==> src/rtl/lzwc_pkg.sv <==
// Package for the 12-bit LZW compressor.
// Holds the shared types and fixed constants. It depends on nothing.
package lzwc_pkg;

   localparam int BYTE_BITS     = 8;
   localparam int FIRST_LEARNED = 256;
   localparam int EPOCH_BITS    = 4;

   // One byte waiting between the front and the back.
   typedef struct packed {
      logic [BYTE_BITS-1:0] data_byte;
      logic                 final_byte;
      logic                 first_byte;
   } item_type;

   // Status that the back reports to the front.
   typedef struct packed {
      logic clearing;
   } back_status_type;

   typedef enum logic [2:0] {
      ST_CLEAR,
      ST_IDLE,
      ST_READ,
      ST_CHECK,
      ST_EMIT_MISS,
      ST_EMIT_LAST
   } back_state_type;

endpackage

==> src/rtl/lzwc_if.sv <==
// Valid/ready channel interfaces for the LZW compressor.
// Depends on lzwc_pkg for the byte width.
interface lzw_req_if import lzwc_pkg::*; ();
   logic                 valid;
   logic                 ready;
   logic [BYTE_BITS-1:0] data_byte;
   logic                 final_byte;

   modport source (output valid, output data_byte, output final_byte, input ready);
   modport sink (input valid, input data_byte, input final_byte, output ready);
endinterface


==> src/rtl/lzwc_front.sv <==
// Front of the LZW compressor: accepts bytes, marks the first byte of each
// message and holds them in a two-word queue. Depends on lzwc_pkg, lzw_req_if.
module lzwc_front import lzwc_pkg::*; (
   input  logic            clock,
   input  logic            reset,
   lzw_req_if.sink         req_chan,
   input  back_status_type status,
   output item_type        item,
   output logic            item_valid,
   input  logic            item_pop
);

   item_type   q_ff [2];
   logic       wr_ptr_ff, wr_ptr_in;
   logic       rd_ptr_ff, rd_ptr_in;
   logic [1:0] count_ff, count_in;
   logic       first_ff, first_in;
   logic       push;

   assign req_chan.ready = (count_ff != 2'd2) && !status.clearing;
   assign push           = req_chan.valid && req_chan.ready;
   assign item           = q_ff[rd_ptr_ff];
   assign item_valid     = (count_ff != 2'd0);

   always_comb begin
      wr_ptr_in = wr_ptr_ff ^ push;
      rd_ptr_in = rd_ptr_ff ^ item_pop;
      count_in  = count_ff + {1'b0, push} - {1'b0, item_pop};
      first_in  = first_ff;
      // the byte after a final one opens a new message
      if (push) begin
         first_in = req_chan.final_byte;
      end
   end

   always_ff @(posedge clock) begin
      if (reset) begin
         wr_ptr_ff <= 1'b0;
         rd_ptr_ff <= 1'b0;
         count_ff  <= 2'd0;
         first_ff  <= 1'b1;
      end else begin
         wr_ptr_ff <= wr_ptr_in;
         rd_ptr_ff <= rd_ptr_in;
         count_ff  <= count_in;
         first_ff  <= first_in;
      end
   end

   always_ff @(posedge clock) begin
      if (push) begin
         q_ff[wr_ptr_ff] <= '{data_byte:  req_chan.data_byte,
                              final_byte: req_chan.final_byte,
                              first_byte: first_ff};
      end
   end

endmodule

==> src/flat_wrapper.sv <==
// flat-port wrapper written by rule: the top's interface ports become plain ports
module lzwc_front_flat import lzwc_pkg::*;
  (clock, reset, status, item, item_valid, item_pop, req_chan_valid, req_chan_data_byte, req_chan_final_byte, req_chan_ready);
  lzw_req_if req_chan_i ();
  input  logic clock;
  input  logic reset;
  input  back_status_type status;
  output item_type item;
  output logic item_valid;
  input  logic item_pop;
  input wire logic [$bits(req_chan_i.valid)-1:0] req_chan_valid;
  input wire logic [$bits(req_chan_i.data_byte)-1:0] req_chan_data_byte;
  input wire logic [$bits(req_chan_i.final_byte)-1:0] req_chan_final_byte;
  output wire logic [$bits(req_chan_i.ready)-1:0] req_chan_ready;
  assign req_chan_i.valid = req_chan_valid;
  assign req_chan_i.data_byte = req_chan_data_byte;
  assign req_chan_i.final_byte = req_chan_final_byte;
  assign req_chan_ready = req_chan_i.ready;
  lzwc_front u_core (.clock(clock), .reset(reset), .req_chan(req_chan_i), .status(status), .item(item), .item_valid(item_valid), .item_pop(item_pop));
endmodule
==> config.mk <==
export PLATFORM = sky130hd
export DESIGN_NAME = lzwc_front_flat
export DESIGN_NICKNAME = d
export VERILOG_FILES = /design/src/rtl/lzwc_pkg.sv /design/src/rtl/lzwc_if.sv /design/src/rtl/lzwc_front.sv /design/src/flat_wrapper.sv
export SDC_FILE = /design/constraint.sdc
export NUM_CORES = 1
export LEC_CHECK = 0
export BUFFER_PORTS_ARGS = -buffer_cell sky130_fd_sc_hd__buf_2
export CELL_PAD_IN_SITES_DETAIL_PLACEMENT = 0
export CELL_PAD_IN_SITES_GLOBAL_PLACEMENT = 2
export CORE_MARGIN = 10
export CORE_UTILIZATION = 37
export CTS_CLUSTER_DIAMETER = 150
export CTS_CLUSTER_SIZE = 30
export DETAILED_ROUTE_END_ITERATION = 7
export GPL_TIMING_DRIVEN = 1
export PLACE_DENSITY = 0.9
export RECOVER_POWER = 100
export SETUP_SLACK_MARGIN = 0.15
export SYNTH_ARGS = -nofsm -noshare
export SYNTH_HDL_FRONTEND = slang
export SYNTH_SLANG_ARGS = --single-unit
==> constraint.sdc <==
create_clock -name clock -period 2.65 [get_ports clock]
set_input_delay 0.1325 -clock clock [delete_from_list [all_inputs] [get_ports clock]]
set_output_delay 0.1325 -clock clock [all_outputs]
set_load 0.01 [all_outputs]
==> results.yml <==
outcome:
  status: "finished, final reports clean"
global_route:
  grt-ovfl-total: 0
  top_usage_layer: "met2"
  globalRouteMet2Util_pct: 12.5
  antenna_found_initial: 0
  grt_usage_pct: 7.47
  grt_first_pass_wirelength_mm: 3.08
  grt_max_degree: 14
  grt_pass1_vias: 673
  grt_util_met3_pct: 3.67
  use_met1_pct: 7.47
die:
  dieArea_sq_um: 5200
  die-height_um: 72.1
  pin_count: 26
  die_width_um: 72.1
  rows: 18
  initial_utilization_pct: 39.5
  core_sq_um: 2540
timing:
  tns_ns: 0
  fmax_ghz: 0.613
  hold_viol: 0
  finClkSkew_ns: 0.00136
  finalMaxSlewViolations: 0
  max_slew_margin_pct: 61.2
  post-route-period-util_pct: 61.5
  worst_pin_slew_ns: 0.583
  min_period_ns: 1.63
  rsz0062_at_grt: "false"
  setup_violations: 0
placed_design:
  io_buffers: 25
  place.gp.congestion: 0.745
  hpwlAfterDp_mm: 1.46
min_path:
  worstHoldPathType: "in -> reg"
yosys:
  synth.lib_cells_used.distinct: 21
  yosys-top-cells-count: "20 x edfxtp_1, 10 x mux2_1, 5 x dfxtp_1"
  yosys-top-cells-area: "edfxtp_1 60%, mux2_1 11%, dfxtp_1 10%, ha_1 2.5%, and2b_4 2.0%"
  synth_edf_count: 20
  ys_seq_area_share_pct: 69.7
  ys_warn_count: 0
  synthesis.nets: 78
  synth_top_area_share_pct: 59.8
  syn-cell-area_sq_um: 1000
  synth-seq-cells: 25
  yosys.area.top_type: "edfxtp_1"
  yosys_most_used_dff: "edfxtp_1"
  syn_inst: 62
  synth_area_per_cell_sq_um: 16.2
  async_reset_ff_share_pct: 0
  yosys.cell_count.top_type: "edfxtp_1"
cts:
  cts-buffers-inserted: 3
  cts_buffer_depth: 2
  cts_root_buffer: "clkbuf_4"
  htreeDepth: 1
  clock_latency_ns: 0.30
  clk_transition_reported_paths_ns: 0.12
  cts_resized: 0
  cts_tree: "yes"
  cts.sinks: 25
critical_path:
  cp_max_fo: 11
  cp.arrival_ns: 1.50
  critical_path.slowest_cell: "dfxtp_1"
  required_ns: 2.52
  path_cells: "mux2_1 -> clkbuf_1"
  crit_buf_inv: 1
  max_stage_delay_ns: 0.67
  critical_path.top_delay_family: "flip-flops"
  cp-end-kind: "primary output"
  crit_type: "reg -> out"
  startpoint_type: "register"
flow_run:
  maxCapViolCount: 0
drt:
  vias: 590
  via_per_inst: 4.57
  ant_nets: 0
  wirelength_mm: 1.88
  drt-initial-drc-count: 10
  drt_pre_antenna_iters: 2
  wire_per_inst_um: 14.6
  remaining_drc_errors: 0
power:
  vdd_ir_drop_max_v: 0.000319
  power.density_nw_per_um2: 601
  power_leakage_nw: 0.431
finish:
  fillers: 242
  nets: 116
  insertedDiodeCount: 0
  area_growth_syn_to_layout_pct: 22.9
  layout-drive-gt1-share_pct: 12.1
  fin_util_pct: 48.5
-- layout make-up --
cell class	count	area, sq um	area share [%]
Clock buffer	4	26.3	2.13
Inverter	3	11.3	0.912
Multi-Input combinational cell	33	274	22.2
Sequential cell	25	701	56.7
Tap cell	30	37.5	3.04
Timing Repair Buffer	34	185	15.0
-- kinds of logic (layout without fill, tap and decap cells) --
family	count (synthesis)	in the layout	share of synthesized area, %
compound gates	3	3	1.62
flops	25	25	69.7
fa+ha+maj	2	2	2.49
mux	10	10	11.2
xor+xnor	2	2	1.74
buf+inv	4	41	2.24
simple gates	16	16	11.0
-- placed cells by master (no fill, tap or decap) --
cell type      netlist  final
a21oi_1              1      1
a31oi_1              1      1
and2b_1              0      1
and2b_4              2      1
buf_2                0      6
clkbuf_1             0     21
clkbuf_4             0      3
dfxtp_1              5      5
dlygate4sd3_1        0      8
edfxtp_1            20     20
ha_1                 2      2
inv_1                3      3
mux2_1              10     10
nand2b_1             2      2
nand3_1              1      1
nand3b_1             1      1
nand4_1              1      1
nor2_1               4      4
nor3_1               1      1
nor3_2               2      2
nor3b_1              0      1
o21ai_0              0      1
or2_1                1      1
xnor2_1              1      1
xor2_1               1      1
-- state kept, by name, indices dropped and copies added (netlist names) --
| name | flops |
|---|---|
| u_core.count_ff | 2 |
| u_core.first_ff | 1 |
| u_core.q_ff | 20 |
| u_core.rd_ptr_ff | 1 |
| u_core.wr_ptr_ff | 1 |
-- through the flow --
stage                     total power, mW  cells  hold slack [ns]  worst slack, ns  area (sq um)
after floorplan                     0.550     62            0.199            0.966          1000
after global placement              0.593    117            0.323             1.21          1160
after detailed placement            0.598    117            0.328             1.13          1160
after CTS                           0.765    126          0.00340            0.970          1240
after global routing                0.792    129           0.0264            0.884          1230
final                               0.742    129           0.0520             1.02          1230
-- layer usage --
metal	share of wire (%)	vias to the layer above
li1	-	301
met1	41	271
met5	0	-
met2	49	18
met3	9.6	0
met4	0	0
-- timing repair --
action                    4_1_cts  5_1_grt
buffers inserted                0        0
hold buffers                    5        3
hold endpoints to repair       10        6
-- where the power goes --
group	internal [mW]	total (mW)	switching (mW)
sequential	0.449	0.465	0.0153
clock	0.0587	0.159	0.0998
combinational	0.0544	0.119	0.0647
-- final timing paths --
path | startpoint | end | slack [ns] | cells past startpoint
min reg2reg | u_core.first_ff | u_core.q_ff[1][0] | 0.48 | 0
min | reset | u_core.wr_ptr_ff | 0.05 | 2
max reg2reg | u_core.count_ff[0] | u_core.q_ff[1][3] | 1.02 | 3
max | u_core.rd_ptr_ff | item[1] | 1.02 | 2
(Power assumes the default switching activity.)
